===== src/fcds_pkg.sv =====
// ----------------------------------------------------------------------------
// Fractional clock divider search package
// Shared payload types, status codes and sizing constants.
// ----------------------------------------------------------------------------
package fcds_pkg;

  localparam int unsigned DividerLimitDef = 4096;
  localparam int unsigned NWidthDef       = 24;

  localparam int unsigned StatusW  = 3;
  localparam int unsigned DividerW = 13;
  localparam int unsigned MnW      = 24;

  // Result status codes.
  localparam logic [StatusW-1:0] StDivOnly  = 3'd0;
  localparam logic [StatusW-1:0] StMnUsed   = 3'd1;
  localparam logic [StatusW-1:0] StRatioLow = 3'd2;
  localparam logic [StatusW-1:0] StNWide    = 3'd3;
  localparam logic [StatusW-1:0] StNoDiv    = 3'd4;

  typedef struct packed {
    logic [31:0] source_freq;
    logic [31:0] bit_clock;
  } fcds_in_t;

  typedef struct packed {
    logic [StatusW-1:0]  status;
    logic [DividerW-1:0] divider;
    logic [MnW-1:0]      m_value;
    logic [MnW-1:0]      n_value;
  } fcds_out_t;

endpackage


===== src/fcds_divu.sv =====
// ----------------------------------------------------------------------------
// Fractional clock divider search: shared divider
// Restoring radix-2 unsigned divider, one quotient bit per cycle.
// ----------------------------------------------------------------------------
module fcds_divu import fcds_pkg::*; (
  input  logic        clk_i,
  input  logic        rst_ni,
  input  logic        start_i,
  input  logic [31:0] num_i,
  input  logic [31:0] den_i,
  output logic        done_o,
  output logic [31:0] quot_o,
  output logic [31:0] rem_o
);

  logic [5:0]  cnt_q, cnt_d;
  logic        busy_q, busy_d;
  logic        done_q, done_d;
  logic [31:0] quot_q, quot_d;
  logic [32:0] rem_q, rem_d;
  logic [31:0] den_q, den_d;
  logic [32:0] trial;

  // One restoring step: shift in the next numerator bit and try to subtract.
  always_comb begin
    cnt_d  = cnt_q;
    busy_d = busy_q;
    done_d = 1'b0;
    quot_d = quot_q;
    rem_d  = rem_q;
    den_d  = den_q;
    trial  = {rem_q[31:0], quot_q[31]} - {1'b0, den_q};
    if (start_i) begin
      busy_d = 1'b1;
      cnt_d  = 6'd0;
      quot_d = num_i;
      rem_d  = '0;
      den_d  = den_i;
    end else if (busy_q) begin
      if (!trial[32]) begin
        rem_d  = trial;
        quot_d = {quot_q[30:0], 1'b1};
      end else begin
        rem_d  = {rem_q[31:0], quot_q[31]};
        quot_d = {quot_q[30:0], 1'b0};
      end
      cnt_d = cnt_q + 6'd1;
      if (cnt_q == 6'd31) begin
        busy_d = 1'b0;
        done_d = 1'b1;
      end
    end
  end

  always_ff @(posedge clk_i or negedge rst_ni) begin
    if (!rst_ni) begin
      cnt_q  <= '0;
      busy_q <= 1'b0;
      done_q <= 1'b0;
    end else begin
      cnt_q  <= cnt_d;
      busy_q <= busy_d;
      done_q <= done_d;
    end
  end

  always_ff @(posedge clk_i) begin
    quot_q <= quot_d;
    rem_q  <= rem_d;
    den_q  <= den_d;
  end

  assign done_o = done_q;
  assign quot_o = quot_q;
  assign rem_o  = rem_q[31:0];

endmodule


===== src/fractional_clock_divider_search.sv =====
// ----------------------------------------------------------------------------
// Fractional clock divider search
// Finds an integer divider and reduced M/N fraction for a bit clock.
// ----------------------------------------------------------------------------
//   Channel | Signals                 | Beat
//   input   | in_valid_i / in_ready_o | source_freq, bit_clock
//   output  | out_valid_o/out_ready_i | status, divider, m_value, n_value
//
// Every arithmetic step runs through one shared serial divider; a division is
// a start state, the restoring steps and a wait state that takes the result.
// A beat with a nonzero bit clock uses one division for the first tests and,
// when it searches, one per divisor tried in the even search (up to
// DIVIDER_LIMIT/2), one for the quotient, one per Euclid step and two for M
// and N, plus the accept state and a state per search or Euclid exit. Reset
// clears the sequencer; the block is ready once idle.
// A stalled result holds in the output register and blocks the next beat.
module fractional_clock_divider_search import fcds_pkg::*; #(
  parameter int unsigned DIVIDER_LIMIT = DividerLimitDef,
  parameter int unsigned N_WIDTH       = NWidthDef
) (
  input  logic      clk_i,
  input  logic      rst_ni,
  input  logic      in_valid_i,
  output logic      in_ready_o,
  input  fcds_in_t  in_data_i,
  output logic      out_valid_o,
  input  logic      out_ready_i,
  output fcds_out_t out_data_o
);

  localparam logic [32:0] Limit = 33'(DIVIDER_LIMIT);
  localparam logic [32:0] NMax  = 33'((64'd1 << N_WIDTH) - 64'd1);

  typedef enum logic [3:0] {
    S_IDLE, S_QDIV, S_QWAIT, S_SRCH, S_SWAIT, S_FDIV, S_FWAIT,
    S_GCD, S_GWAIT, S_MDIV, S_MWAIT, S_NDIV, S_NWAIT, S_OUT
  } state_e;

  state_e      state_q;
  logic [31:0] freq_q, bclk_q;
  logic [32:0] div_q;
  logic [31:0] a_q, b_q, m_q;
  fcds_out_t   res_q;

  logic        du_start, du_done;
  logic [31:0] du_num, du_den, du_quot, du_rem;

  fcds_divu u_divu (
    .clk_i, .rst_ni, .start_i(du_start), .num_i(du_num), .den_i(du_den),
    .done_o(du_done), .quot_o(du_quot), .rem_o(du_rem)
  );

  // Divider operands chosen by the sequencer state.
  always_comb begin
    du_start = 1'b0;
    du_num   = freq_q;
    du_den   = bclk_q;
    unique case (state_q)
      S_QDIV: du_start = 1'b1;
      S_SRCH: begin du_start = 1'b1; du_den = div_q[31:0]; end
      S_FDIV: begin du_start = 1'b1; du_den = div_q[31:0]; end
      S_GCD:  begin du_start = 1'b1; du_num = a_q; du_den = b_q; end
      S_MDIV: begin du_start = 1'b1; du_num = bclk_q; du_den = a_q; end
      S_NDIV: begin du_start = 1'b1; du_num = m_q; du_den = a_q; end
      default: ;
    endcase
  end

  assign in_ready_o  = (state_q == S_IDLE);
  assign out_valid_o = (state_q == S_OUT);
  assign out_data_o  = res_q;

  // Sequencer with the result register.
  always_ff @(posedge clk_i or negedge rst_ni) begin
    if (!rst_ni) begin
      state_q <= S_IDLE;
      freq_q  <= '0;
      bclk_q  <= '0;
      div_q   <= '0;
      a_q     <= '0;
      b_q     <= '0;
      m_q     <= '0;
      res_q   <= '0;
    end else begin
      unique case (state_q)
        S_IDLE: begin
          if (in_valid_i) begin
            freq_q <= in_data_i.source_freq;
            bclk_q <= in_data_i.bit_clock;
            if (in_data_i.bit_clock == '0) begin
              res_q   <= '{StNoDiv, '0, '0, '0};
              state_q <= S_OUT;
            end else begin
              state_q <= S_QDIV;
            end
          end
        end
        S_QDIV: state_q <= S_QWAIT;
        S_QWAIT: begin
          if (du_done) begin
            if (du_rem == '0 && {1'b0, du_quot} < Limit) begin
              res_q   <= '{StDivOnly, DividerW'(du_quot), MnW'(1), MnW'(1)};
              state_q <= S_OUT;
            end else if ({bclk_q, 1'b0} >= {1'b0, freq_q}) begin
              res_q   <= '{StRatioLow, '0, '0, '0};
              state_q <= S_OUT;
            end else begin
              // Make even (quotient is at least two here), then clamp.
              if ({1'b0, du_quot[31:1], 1'b0} > Limit) div_q <= Limit;
              else div_q <= {1'b0, du_quot[31:1], 1'b0};
              state_q <= S_SRCH;
            end
          end
        end
        S_SRCH: begin
          if (div_q <= 33'd1) begin
            if (div_q == '0) begin
              res_q   <= '{StNoDiv, '0, '0, '0};
              state_q <= S_OUT;
            end else begin
              state_q <= S_FDIV;
            end
          end else begin
            state_q <= S_SWAIT;
          end
        end
        S_SWAIT: begin
          if (du_done) begin
            if (du_rem == '0) state_q <= S_FDIV;
            else begin
              div_q   <= div_q - 33'd2;
              state_q <= S_SRCH;
            end
          end
        end
        S_FDIV: state_q <= S_FWAIT;
        S_FWAIT: begin
          if (du_done) begin
            m_q     <= du_quot;
            a_q     <= bclk_q;
            b_q     <= du_quot;
            state_q <= S_GCD;
          end
        end
        S_GCD: begin
          if (b_q == '0) begin
            if (a_q == '0) begin
              res_q   <= '{StNoDiv, '0, '0, '0};
              state_q <= S_OUT;
            end else begin
              state_q <= S_MDIV;
            end
          end else begin
            state_q <= S_GWAIT;
          end
        end
        S_GWAIT: begin
          if (du_done) begin
            a_q     <= b_q;
            b_q     <= du_rem;
            state_q <= S_GCD;
          end
        end
        S_MDIV: state_q <= S_MWAIT;
        S_MWAIT: begin
          if (du_done) begin
            res_q.m_value <= MnW'(du_quot);
            state_q       <= S_NDIV;
          end
        end
        S_NDIV: state_q <= S_NWAIT;
        S_NWAIT: begin
          if (du_done) begin
            if ({1'b0, du_quot} > NMax) begin
              res_q <= '{StNWide, '0, '0, '0};
            end else begin
              res_q.status  <= StMnUsed;
              res_q.divider <= DividerW'(div_q);
              res_q.n_value <= MnW'(du_quot);
            end
            state_q <= S_OUT;
          end
        end
        S_OUT: if (out_ready_i) state_q <= S_IDLE;
        default: state_q <= S_IDLE;
      endcase
    end
  end

endmodule


===== config.mk =====
export PLATFORM = sky130hd
export DESIGN_NAME = fractional_clock_divider_search
export DESIGN_NICKNAME = d
export VERILOG_FILES = /design/src/fcds_pkg.sv /design/src/fcds_divu.sv /design/src/fractional_clock_divider_search.sv
export SDC_FILE = /design/constraint.sdc
export NUM_CORES = 1
export LEC_CHECK = 0
export ABC_AREA = 1
export BUFFER_PORTS_ARGS = -buffer_cell sky130_fd_sc_hd__buf_2
export CAP_MARGIN = 20
export CORE_UTILIZATION = 30
export CTS_BUF_LIST = sky130_fd_sc_hd__clkbuf_8
export DETAILED_ROUTE_END_ITERATION = 10
export SLEW_MARGIN = 10
export SYNTH_ARGS = -nofsm -noshare
export SYNTH_HDL_FRONTEND = slang
export SYNTH_SLANG_ARGS = --single-unit
export TNS_END_PERCENT = 1

===== constraint.sdc =====
create_clock -name clk_i -period 4.9 [get_ports clk_i]
set_input_delay 0.98 -clock clk_i [delete_from_list [all_inputs] [get_ports clk_i]]
set_output_delay 0.98 -clock clk_i [all_outputs]
set_load 0.05 [all_outputs]

# --- Word-level counts from Yosys, hierarchy flattened ---
# Cells that the tools add are included.
classes:
  addsub: 3
  n_mul: 0
  div: 0
  n_lt_le_gt_ge: 5
  n_eq_ne: 33
  shift: 0
  mux: 61
  n_bitwise: 0
  n_reduce_logical: 23
ops:
  columns: ["op", "n"]
  rows:
  - ["$mux W64", 10]
  - ["$mux W32", 8]
  - ["$pmux W32 S3", 2]
  - ["$mux W33", 5]
  - ["$pmux W24 S6", 1]
  - ["$logic_not A32 Y1", 4]
  - ["$pmux W32 S2", 2]
  - ["$pmux W24 S5", 1]
  - ["$pmux W16 S5", 1]
  - ["$mux W24", 3]
  - ["$pmux W33 S2", 1]
  - ["$mux W4", 13]
  - ["$pmux W4 S13", 1]
  - ["$ge A33 B32 Y1", 1]
  - ["$le A33 B1 Y1 const B", 1]
  - ["$logic_not A33 Y1", 1]
  - ["$sub A33 B2 Y33 const B", 1]
  - ["$sub A33 B32 Y33", 1]
  - ["$gt A32 B13 Y1 const B", 1]
  - ["$gt A32 B24 Y1 const B", 1]
  - ["$lt A32 B13 Y1 const B", 1]
  - ["$eq A4 B4 Y1 const B", 6]
  - ["$ne A2 B1 Y1 const B", 9]
  - ["$ne A2 B2 Y1 const B", 9]
  - ["other kinds (23)", 41]
word_totals:
  regBits: 365
  latch_bits: 0
  ramBits: 0
  mem_bits_ro: 0
  inputBits: 68
  output_inout_bits: 66
  wordCells: 142
  memories: 0

# --- Longest topological paths before layout ---
# Gate-level depths: netlist of run 1.
depth:
  word_depth: 6
  depth_mapped: 18
  mapped_depth_nobuf: 17

# --- Modules after synthesis ---
# Synthesis of run 1 repeated with hierarchy kept, for this count alone.
unflattened:
  cells_unflattened: 3189
  area_unflattened_um2: 22541.6
modules_own_cells:
  columns: ["module", "instances", "cells_each", "area_per_inst_um2", "seq_area_each_um2"]
  rows:
  - ["fractional_clock_divider_search", 1, 2141, 15586.2, 6506.2]
  - ["fcds_divu", 1, 1048, 6955.4, 2762.6]

# --- Least setup slack after synthesis of run 1 ---
# No wires, ideal clock.
synth_path:
  kind: "flip-flop to flip-flop"
  startpoint: "register state_q[3]"
  endpoint: "register u_divu.quot_q[10] (netlist: u_divu.quot_o[10]), data pin"
  setup_time_ps: 267
  arrival_time_ps: 2383
  required_ps: 4633
  path_slack_ps: 2250
  stages_incl_launch_ff: 8
  path_buffers: 1
  synth_period_minus_slack_ps: 2650
  path_cell_list: "dfrtp_1 nand2_1 inv_1 nor2_1 clkbuf_1 o21ai_0 nor2_1 a21oi_1"
synth_between:
  elab_chain_len: 4
  word_cells_on_any_way: 10
  classes_between: "eq/ne: 6; mux: 3; reduce/logical: 1"
synth_rtl:
  columns: ["item", "line_no", "rtl"]
  rows:
  - ["start, declared", "fractional_clock_divider_search.sv:39", "state_e state_q;"]
  - ["start signal, assigned", "fractional_clock_divider_search.sv:76", "state_q <= S_IDLE;"]
  - ["start signal, assigned", "fractional_clock_divider_search.sv:92", "state_q <= S_OUT;"]
  - ["start signal, assigned", "fractional_clock_divider_search.sv:94", "state_q <= S_QDIV;"]
  - ["$eq A4 B3 Y1 (tied with other cells)", "fractional_clock_divider_search.sv:58", "unique case (state_q)"]
  - ["$reduce_or A6 Y1 (no source line)", null, null]
  - ["$mux W1", "fractional_clock_divider_search.sv:58", null]
  - ["$mux W32 (*)", "fcds_divu.sv:33", "if (start_i) begin"]
  - ["named net u_divu.quot_d[10]", "fcds_divu.sv:19", "logic [31:0] quot_q, quot_d;"]
  - ["end signal, assigned", "fcds_divu.sv:68", "quot_q <= quot_d;"]
  - ["end, declared", "fcds_divu.sv:19", null]
# Mark *: on every way through the listed nets, which the timed path passes. The rest lies on a longest branch.
# A chain may end at the register's enable or synchronous reset.

# --- Final worst setup path of run 1 ---
layout_path:
  startpoint: "register u_divu.quot_q[31] (netlist: u_divu.quot_o[31])"
  endpoint: "register div_q[31]"
layout_between:
  elab_chain_len: 6
  word_cells_on_any_way: 10
  classes_between: "order compare: 2; eq/ne: 1; mux: 5; reduce/logical: 2"
layout_rtl:
  columns: ["item", "line_no", "rtl"]
  rows:
  - ["$gt A32 B13 Y1", "fractional_clock_divider_search.sv:109", "if ({1'b0, du_quot[31:1], 1'b0} > Limit) div_q <= Limit;"]
  - ["$mux W32", "fractional_clock_divider_search.sv:109", null]
  - ["$mux W33", "fractional_clock_divider_search.sv:104", "end else if ({bclk_q, 1'b0} >= {1'b0, freq_q}) begin"]
  - ["$mux W33", "fractional_clock_divider_search.sv:101", "if (du_rem == '0 && {1'b0, du_quot} < Limit) begin"]
  - ["$mux W33", "fractional_clock_divider_search.sv:100", "if (du_done) begin"]
  - ["$pmux W33 S2", "fractional_clock_divider_search.sv:85", "unique case (state_q)"]
  - ["end signal, assigned", "fractional_clock_divider_search.sv:109", null]
  - ["end signal, assigned", "fractional_clock_divider_search.sv:110", "else div_q <= {1'b0, du_quot[31:1], 1'b0};"]
  - ["end signal, assigned", "fractional_clock_divider_search.sv:131", "div_q <= div_q - 33'd2;"]
  - ["end, declared", "fractional_clock_divider_search.sv:41", "logic [32:0] div_q;"]
# Parallel ways exist; a longest one is shown, timed or not. The select of a mux whose other input is x is not followed.

==> flow_summary_export.csv, run 1 <==
group,metric,value,unit
worst_setup_path,end_kind,"register",
clock_tree,worstSkewPairLatency,650,ps
place,place_ws,1226,ps
sta,fin_skew,43.77,ps
cells_and_area,fin_nets,3076,
grt,antenna_found_initial,0,
worst_setup_path,crit_type,"reg -> reg",
hold_path,hold_class,"in -> async",
place,dpl_cell_area,22650,um2
synthesis,synth-main-ff-cell,"dfrtp_1",
grt,grt_pass1_wl,106400,um
sta,hold_viol,0,
worst_setup_path,slowest_stage,"nand3_1",
sta,setup_violations,0,
drt,drc_errors,0,
worst_setup_path,worstSetupPathDepth,9,
drt,ant_nets,0,
synthesis,synth-edff-count,64,
synthesis,yosysWarnings,0,
drt,vias_per_cell,4.930,
worst_setup_path,reg2regPathDepth,9,
synthesis,synthCells,2847,
worst_setup_path,cp-startpoint,"u_divu.quot_o[31]",
synthesis,async_flop_share,73.63,%
pwr,pwr-share-clk,18.4,%
grt,grt-ovfl-total,0,
place,io_buffers,133,
sta,min_period,3524,ps
clock_tree,cts_tree,"yes",
worst_setup_path,crit_arrival,4070,ps
place,gp_congestion,0.9229,
floorplan,die_y,266.8,um
clock_tree,cts_resized,0,
place,dp_hpwl,49880,um
pwr,combPwrFrac,49.9,%
clock_tree,cts_setup_buffers,0,
clock_tree,cts.sinks,364,
floorplan,rows,96,
synthesis,synth_area,21030,um2
synthesis,ys_types,50,
sta,timing.final.crit_share,71.92,%
synthesis,ys_seq_area_share,44.07,%
run_status,status,"finished clean",
floorplan,start_util,30.50,%
sta,slew_viol_final,0,
clock_tree,postCtsHoldBufs,0,
worst_setup_path,path_cells,"nor3_2 > nand3_1 > nor2_1 > nand3_1 > a21boi_2 > nand2_1 > buf_4 > nand2_1 > nand2_1",
clock_tree,cts_buffers,56,
pwr,intPower,7469,uW
sta,tightestPinTransition,977.6,ps
pwr,switchingPower,6958,uW
pwr,worst_ir_drop_vdd,0.4026,mV
synthesis,syn-num-nets,2981,
pwr,p_per_area,605.4,nW/um2
clock_tree,htreeDepth,2,
worst_setup_path,cp.required,5450,ps
worst_setup_path,worst_r2r_startpoint,"u_divu.quot_o[31]",
sta,relSlewSlack,34.22,%
worst_setup_path,cp_top_family,"simple AND/OR/NAND/NOR gates",
worst_setup_path,critPathMostFrequentCell,"nand2_1",
pwr,seq_power_share,31.7,%
synthesis,synth.avg_cell_area,7.387,um2
cells_and_area,drive_gt1_share,9.779,%
worst_setup_path,start_kind,"register",
cells_and_area,n_antenna_cell,0,
worst_setup_path,critical_path.max_stage_delay,570,ps
synthesis,ys_ff_latch,364,
pwr,p_leak,0.01214,uW
drt,drt_iter0_drc,1874,
worst_setup_path,critPathBufInv,1,
clock_tree,clockBufferDepth,3,
grt,grt_pass1_vias,18286,
cells_and_area,stdcell_area,23830,um2
clock_tree,clk_pin_slew,60,ps
floorplan,ioPinCount,134,
sta,setup_ws,1376,ps
sta,setup_tns,0,ps
pwr,swShare,48.23,%
drt,drt-pass1-iter-count,5,
cells_and_area,syn_to_final_growth,13.31,%
drt,num_vias,19309,
sta,rsz0062_at_grt,"no",
drt,wl_per_cell,17.34,um
grt,grt_usage,19.03,%
flow_run,cap_violations,0,
clock_tree,root_buffer,"clkbuf_8",
grt,grt_max_degree,88,
floorplan,die_w,266.8,um
drt,routed_wl,67920,um
floorplan,core,68950,um2
sta,timing.fmax,283.8,MHz
worst_setup_path,crit_path_max_fanout,26,
floorplan,dieArea,71160,um2
[layout make-up]
cell class,count,area (um2)
fillers,7362,45120
flip-flops and latches,364,9269
clock inverters,28,155.1
repair buffers,164,933.4
well taps,931,1165
inverters,352,1321
clock buffers,74,1018
multi-input cells,2004,9967
[routing by layer]
| metal | global-route usage, % | part of all wire [%] | vias up |
|---|---|---|---|
| met5 | 0 | 0 | - |
| met4 | 6.959 | 3.5 | 0 |
| met3 | 2.343 | 6.1 | 113 |
| met2 | 30.02 | 45 | 666 |
| met1 | 26.62 | 45 | 9040 |
| li1 | - | - | 9490 |
[flip-flops by register name, indices dropped and copies added, names as in the netlist]
| register | flops |
|---|---|
| a_q | 32 |
| b_q | 32 |
| bclk_q | 32 |
| div_q | 32 |
| freq_q | 32 |
| m_q | 32 |
| out_data_o | 64 |
| state_q | 4 |
| u_divu.busy_q | 1 |
| u_divu.cnt_q | 6 |
| u_divu.den_q | 32 |
| u_divu.done_o | 1 |
| u_divu.quot_o | 32 |
| u_divu.rem_q | 32 |
[Yosys cell counts (20+ instances only)]
| cell type | instances | share of area (%) |
|---|---|---|
| a22oi_1 | 32 | 1.1 |
| nand3_1 | 151 | 3.6 |
| buf_2 | 21 | 0.50 |
| nor2_1 | 282 | 5.0 |
| ha_1 | 65 | 3.9 |
| nand2_1 | 848 | 15 |
| dfrtp_1 | 268 | 32 |
| edfxtp_1 | 64 | 9.1 |
| o21ai_0 | 223 | 5.3 |
| o211ai_1 | 73 | 2.6 |
| a21oi_1 | 121 | 2.9 |
| o221ai_1 | 32 | 1.3 |
| dfxtp_1 | 32 | 3.0 |
| inv_1 | 337 | 6.0 |
| a211oi_1 | 22 | 0.79 |
| clkbuf_1 | 94 | 1.7 |
| nand4_1 | 32 | 0.95 |
| nor3_1 | 20 | 0.48 |
[cells by family after synthesis]
kind of cell / after synthesis / share of synthesized area, %
adders and majority gates: 66 / 3.962
buffers and inverters: 479 / 8.799
and+or+nand+nor: 1370 / 26.57
xor gates and xnor gates: 31 / 1.291
muxes: 3 / 0.1606
AOI/OAI and AO/OA: 534 / 15.14
DFF: 364 / 44.07
[worst paths after layout]
kind | endpoint | slack [ps]
min in group clk_i | out_data_o[8] | 480
max reg2reg | div_q[31] | 1380
max | div_q[31] | 1380
min | out_data_o[53] | 260
min reg2reg | out_data_o[8] | 480
max in group asynchronous | b_q[22] | 3620
[worst reg2reg max path: cells and delay by family, from the launching register on]
| kind | cells | cell delay [ps] |
|---|---|---|
| compound gates | 1 | 370 |
| buf+inv | 1 | 360 |
| flops | 1 | 420 |
| simple gates | 7 | 2280 |
[cells in the final DEF (no fill, tap or decap), types with 9 or more instances in the layout]
| cell type | n |
|---|---|
| nand2_1 | 846 |
| inv_1 | 357 |
| a21oi_1 | 121 |
| inv_2 | 14 |
| nand3_1 | 151 |
| clkbuf_8 | 74 |
| buf_4 | 29 |
| buf_2 | 132 |
| o211ai_1 | 73 |
| o221ai_1 | 32 |
| dfxtp_1 | 32 |
| nor3_1 | 20 |
| nor2_1 | 274 |
| o22ai_1 | 10 |
| nand4_1 | 32 |
| dfrtp_1 | 268 |
| ha_1 | 65 |
| nand3b_1 | 9 |
| a211oi_1 | 22 |
| a22oi_1 | 32 |
| edfxtp_1 | 64 |
| xor2_1 | 13 |
| o21ai_0 | 223 |
| xnor2_1 | 18 |
| nor2_2 | 10 |
[stage by stage]
step | instances | hold WS (ps) | util [%] | total power, uW
after floorplan | 2847 | 448.8 | - | 9470
after global placement | 3814 | 463.0 | 32.85 | 11710
after detailed placement | 3814 | 464.8 | 32.85 | 11730
after CTS | 3916 | 276.7 | 34.55 | 14430
after global routing | 3917 | 308.8 | 34.56 | 15550
final | 3917 | 264.4 | 34.56 | 14430
[power groups by stage]
| stage | registers [uW] | clock network [uW] | logic [uW] |
|---|---|---|---|
| finish | 4580 | 2650 | 7200 |
| global route | 4650 | 2820 | 8080 |
| CTS | 4560 | 2700 | 7160 |
| detailed placement | 4620 | 0 | 7120 |
| global placement | 4610 | 0 | 7100 |
| floorplan | 4590 | 0 | 4880 |
(Power assumes the default switching activity.)
==> run 2, diff against run 1 <==
==> constraint.sdc (replaced) <==
create_clock -name clk_i -period 2.99 [get_ports clk_i]
set_input_delay 0.598 -clock clk_i [delete_from_list [all_inputs] [get_ports clk_i]]
set_output_delay 0.598 -clock clk_i [all_outputs]
set_load 0.05 [all_outputs]
==> flow_summary_export.csv, run 2 (synthesis gave the netlist of run 1 again) <==
group,metric,value,unit
sta,setup_violations,0,
clock_tree,clockBufferDepth,3,
pwr,p_leak,0.01246,uW
grt,grt_pass1_wl,108200,um
worst_setup_path,critical_path.max_stage_delay,470,ps
sta,timing.fmax,365.0,MHz
clock_tree,htreeDepth,2,
floorplan,core,68950,um2
place,gp_congestion,0.9317,
worst_setup_path,crit_type,"reg -> out",
cells_and_area,syn_to_final_growth,16.28,%
sta,relSlewSlack,53.61,%
floorplan,die_w,266.8,um
sta,hold_viol,0,
clock_tree,cts_buffers,57,
worst_setup_path,start_kind,"register",
clock_tree,clk_pin_slew,60,ps
pwr,worst_ir_drop_vdd,0.5748,mV
floorplan,start_util,30.50,%
worst_setup_path,cp_top_family,"simple AND/OR/NAND/NOR gates",
sta,min_period,2740,ps
drt,routed_wl,69330,um
sta,tightestPinTransition,695.1,ps
sta,rsz0062_at_grt,"no",
worst_setup_path,path_cells,"inv_2 > nand2_2 > nor2_1 > buf_2",
clock_tree,cts_setup_buffers,0,
drt,vias_per_cell,4.920,
cells_and_area,final_cell_mix,"nand2_1 (845), inv_1 (351), nor2_1 (274)",
clock_tree,worstSkewPairLatency,680,ps
clock_tree,root_buffer,"clkbuf_8",
worst_setup_path,critPathBufInv,2,
cells_and_area,mostFrequentLayoutCell,"nand2_1",
grt,grt_usage,19.43,%
clock_tree,cts_tree,"yes",
pwr,p_per_area,1006,nW/um2
floorplan,dieArea,71160,um2
floorplan,rows,96,
place,io_buffers,133,
drt,drt-pass1-iter-count,6,
worst_setup_path,crit_path_max_fanout,7,
floorplan,die_y,266.8,um
drt,drc_errors,0,
flow_run,cap_violations,0,
hold_path,hold_class,"in -> reg",
worst_setup_path,slowest_stage,"dfrtp_1",
cells_and_area,largest_reg_flops,64,
pwr,finalPower,24600,uW
grt,grt_max_degree,117,
clock_tree,cts.sinks,364,
grt,grt-ovfl-total,0,
sta,setup_tns,0,ps
sta,slew_viol_final,0,
floorplan,ioPinCount,134,
drt,num_vias,19523,
drt,drt_iter0_drc,1603,
cells_and_area,num-fill-cells,7403,
worst_setup_path,end_kind,"output pin",
run_status,status,"finished clean",
drt,ant_nets,0,
grt,grt_pass1_vias,18624,
cells_and_area,fin_nets,3124,
sta,timing.final.crit_share,91.63,%
sta,fin_skew,65.12,ps
grt,antenna_found_initial,1,
worst_setup_path,cp.required,2390,ps
cells_and_area,drive_gt1_share,11.30,%
worst_setup_path,crit_arrival,2140,ps
place,dp_hpwl,51580,um
drt,wl_per_cell,17.47,um
[run 2: cell types whose count changed in the layout (fill, tap and decap cells not counted), sizes merged, moves of 5 or more]
| cell | before | now |
|---|---|---|
| buf | 164 | 210 |
| bufinv | 1 | 6 |
| clkbuf | 74 | 65 |
| clkinv | 7 | 18 |
| inv | 372 | 367 |
[run 2: report_power, final]
part	total, uW	internal, uW	switching, uW
sequential	7440	6470	971
clock	4660	2520	2140
combinational	12500	3980	8520
total	24600	13000	11600
[run 2: worst paths after layout]
path	startpoint	end	slack [ps]	cells after the start
hold reg to reg	out_data_o[6]	out_data_o[6]	480	2
max in group asynchronous	rst_ni	bclk_q[25]	1750	3
setup / recovery	state_q[0]	in_ready_o	250	4
setup reg to reg	b_q[31]	out_data_o[57]	300	11
hold / removal	in_data_i[57]	freq_q[25]	190	3
min in group asynchronous	rst_ni	freq_q[4]	440	2
[run 2: layer usage]
layer  routed length [um]  vias to the layer above  track usage (%)
li1                     -                     9610                -
met1                31410                     9179            26.78
met2                31240                      597            30.88
met3                 3856                      137            2.334
met4                 2824                        0            7.735
met5                    0                        -                0
[run 2: cell type report]
cell class | count | area (um2) | share of cell area (%)
inverters | 352 | 1321 | 5.403
well taps | 931 | 1165 | 4.764
clock buffers | 65 | 894.6 | 3.658
repair buffers | 211 | 1493 | 6.104
flip-flops and latches | 364 | 9269 | 37.90
multi-input cells | 2004 | 9965 | 40.75
diodes | 1 | 2.502 | 0.01023
clock inverters | 40 | 344.1 | 1.407
[run 2: metrics by stage]
step                      cell area [um2]  cells  worst slack [ps]  hold WS [ps]  utilization, %
after floorplan                     21030   2847             340.1         302.4               -
after global placement              23200   3861             299.9         462.3           33.64
after detailed placement            23200   3861             225.5         463.2           33.64
after CTS                           24440   3967             234.5         175.8           35.45
after global routing                24450   3968             6.447         178.4           35.47
final                               24450   3968             250.3         186.9           35.47
[run 2: worst reg2reg max path: cells and delay by family (launching register included)]
family | cells | cell delay (ps)
and+or+nand+nor | 8 | 1360
AOI/OAI and AO/OA | 1 | 450
buffers and inverters | 2 | 400
DFF | 1 | 370
[run 2: repair_timing]
item,CTS,global route
hold buffers,1,0
endpoints found under the setup margin,0,25
gates resized for setup,0,2
hold endpoints to repair,47,0
==> run 3, diff against run 2 <==
==> constraint.sdc (replaced) <==
create_clock -name clk_i -period 2.3 [get_ports clk_i]
set_input_delay 0.46 -clock clk_i [delete_from_list [all_inputs] [get_ports clk_i]]
set_output_delay 0.46 -clock clk_i [all_outputs]
set_load 0.05 [all_outputs]
==> flow_summary_export.csv, run 3 (synthesis gave the netlist of run 1 again) <==
group,metric,value,unit
sta,setup_violations,85,
floorplan,start_util,30.50,%
drt,drt_iter0_drc,1819,
sta,rsz0062_at_grt,"yes",
hold_path,hold_start,"in_data_i[62]",
worst_setup_path,cp-startpoint,"u_divu.den_q[0]",
drt,num_vias,20362,
floorplan,die_w,266.8,um
sta,fin_skew,42.89,ps
cells_and_area,final_cell_mix,"nand2_1 (822), inv_1 (351), dfrtp_1 (265)",
cells_and_area,mostFrequentLayoutCell,"nand2_1",
place,io_buffers,133,
grt,grt_pass1_vias,19827,
clock_tree,cts_buffers,59,
cells_and_area,regArea,9273,um2
cells_and_area,num-fill-cells,7175,
worst_setup_path,worst_r2r_startpoint,"u_divu.den_q[0]",
pwr,p_per_area,1339,nW/um2
sta,timing.fmax,414.3,MHz
cells_and_area,syn_to_final_growth,26.80,%
place,place_ws,-272.0,ps
drt,ant_nets,0,
grt,grt_usage,20.22,%
sta,hold_viol,0,
pwr,worst_ir_drop_vdd,0.5799,mV
run_status,violations,"negative setup slack",
place,dp_cells,4052,
worst_setup_path,reg2regPathDepth,16,
sta,setup_ws,-113.6,ps
clock_tree,root_buffer,"clkbuf_8",
floorplan,die_y,266.8,um
sta,tightestPinTransition,532.3,ps
cells_and_area,multi_input_comb_area,10250,um2
drt,routed_wl,72220,um
worst_setup_path,reg2reg_slack,-110,ps
clock_tree,worstSkewPairLatency,650,ps
run_status,status,"finished with violations",
cells_and_area,fin_nets,3331,
sta,holdWs,50.27,ps
drt,vias_per_cell,4.876,
pwr,p_leak,0.01368,uW
floorplan,ioPinCount,134,
cells_and_area,drive_gt1_share,19.04,%
worst_setup_path,path_cells,"ha_4 > fa_2 > inv_2 > nand2_2 > o21ai_2 > nand2_1 > nand2_2 > nand2_2 > nand2_2 > nand2_4 > nand3_4 > nand2_4 > buf_12 > buf_16 > nand2_2 > o21ai_2",
clock_tree,cts_tree,"yes",
grt,grt-ovfl-total,0,
worst_setup_path,end_kind,"register",
drt,drt-pass1-iter-count,6,
place,dp_hpwl,54150,um
floorplan,rows,96,
clock_tree,cts.sinks,364,
grt,antenna_found_initial,0,
clock_tree,clk_pin_slew,60,ps
hold_path,hold_end,"freq_q[30]",
pwr,finalPower,35720,uW
clock_tree,htreeDepth,2,
grt,grt_max_degree,67,
sta,setup_tns,-2986,ps
worst_setup_path,cp.required,2690,ps
cells_and_area,largest_reg_flops,64,
worst_setup_path,start_kind,"register",
sta,timing.final.crit_share,104.9,%
place,gp_congestion,0.9681,
hold_path,hold_class,"in -> reg",
drt,wl_per_cell,17.29,um
cells_and_area,n_antenna_cell,0,
clock_tree,clockBufferDepth,3,
drt,drc_errors,0,
worst_setup_path,r2r-end,"u_divu.quot_o[0]",
sta,slew_viol_final,0,
sta,relSlewSlack,64.47,%
floorplan,core,68950,um2
worst_setup_path,crit_type,"reg -> reg",
flow_run,cap_violations,0,
sta,min_period,2414,ps
worst_setup_path,critPathMostFrequentCell,"nand2_2",
floorplan,dieArea,71160,um2
worst_setup_path,critical_path.max_stage_delay,410,ps
worst_setup_path,slowest_stage,"edfxtp_1",
cells_and_area,instances_no_fill,4176,
worst_setup_path,crit_arrival,2800,ps
worst_setup_path,crit_path_max_fanout,8,
hold_path,whs_path_depth,3,
grt,grt_pass1_wl,113000,um
-- run 3: where the power goes --
| part | switching (uW) | total (uW) | internal [uW] |
|---|---|---|---|
| sequential | 868 | 9290 | 8420 |
| combinational | 12600 | 20300 | 7710 |
| clock | 2780 | 6120 | 3340 |
| total | 16300 | 35700 | 19500 |
-- run 3: worst max-delay path by stage --
stage / endpoint / slack [ps] / cells after the start
after global routing: u_divu.rem_q[14] / -250 / 18
after detailed placement: out_data_o[7] / -270 / 14
final: u_divu.quot_o[0] / -110 / 16
after floorplan: u_divu.quot_o[0] / -260 / 16
after CTS: u_divu.quot_o[0] / -80 / 16
after global placement: out_data_o[20] / -270 / 14
-- run 3: layout make-up --
class	instances	share of cell area (%)
multi-input combinational	2004	38.43
sequential	364	34.77
timing repair buffer	416	12.63
inverter	352	4.955
tap	931	4.368
clock buffer	77	3.974
clock inverter	32	0.8774
-- run 3: per-layer routing --
metal	GRT usage (%)	routed length, um	vias up
li1	-	-	10044
met1	27.76	32530	9501
met2	32.07	32630	678
met3	2.104	3777	139
met4	9.040	3281	0
met5	0	0	-
-- run 3: through the flow --
step | utilization [%] | area (um2)
6_report | 38.68 | 26670
5_1_grt | 38.68 | 26670
4_1_cts | 38.36 | 26450
3_5_place_dp | 36.00 | 24820
3_3_place_gp | 36.00 | 24820
2_1_floorplan | - | 21030
-- run 3: timing repair --
action                                  in CTS  in global routing
hold buffers                                 1                  0
buffers inserted                             7                  3
resized for setup                           47                 50
gates cloned                                 4                  2
pin swaps                                    8                 19
endpoints found under the hold margin       37                  0
endpoints found under the setup margin     131                132
-- run 3: critical path: cells and delay by family (launching register included) --
family	cells	cell delay (ps)
AND/OR/NAND/NOR	9	650
adder cells (fa/ha/maj)	2	590
flip-flops	1	410
buffers and inverters	3	350
AO/OA/AOI/OAI	2	180
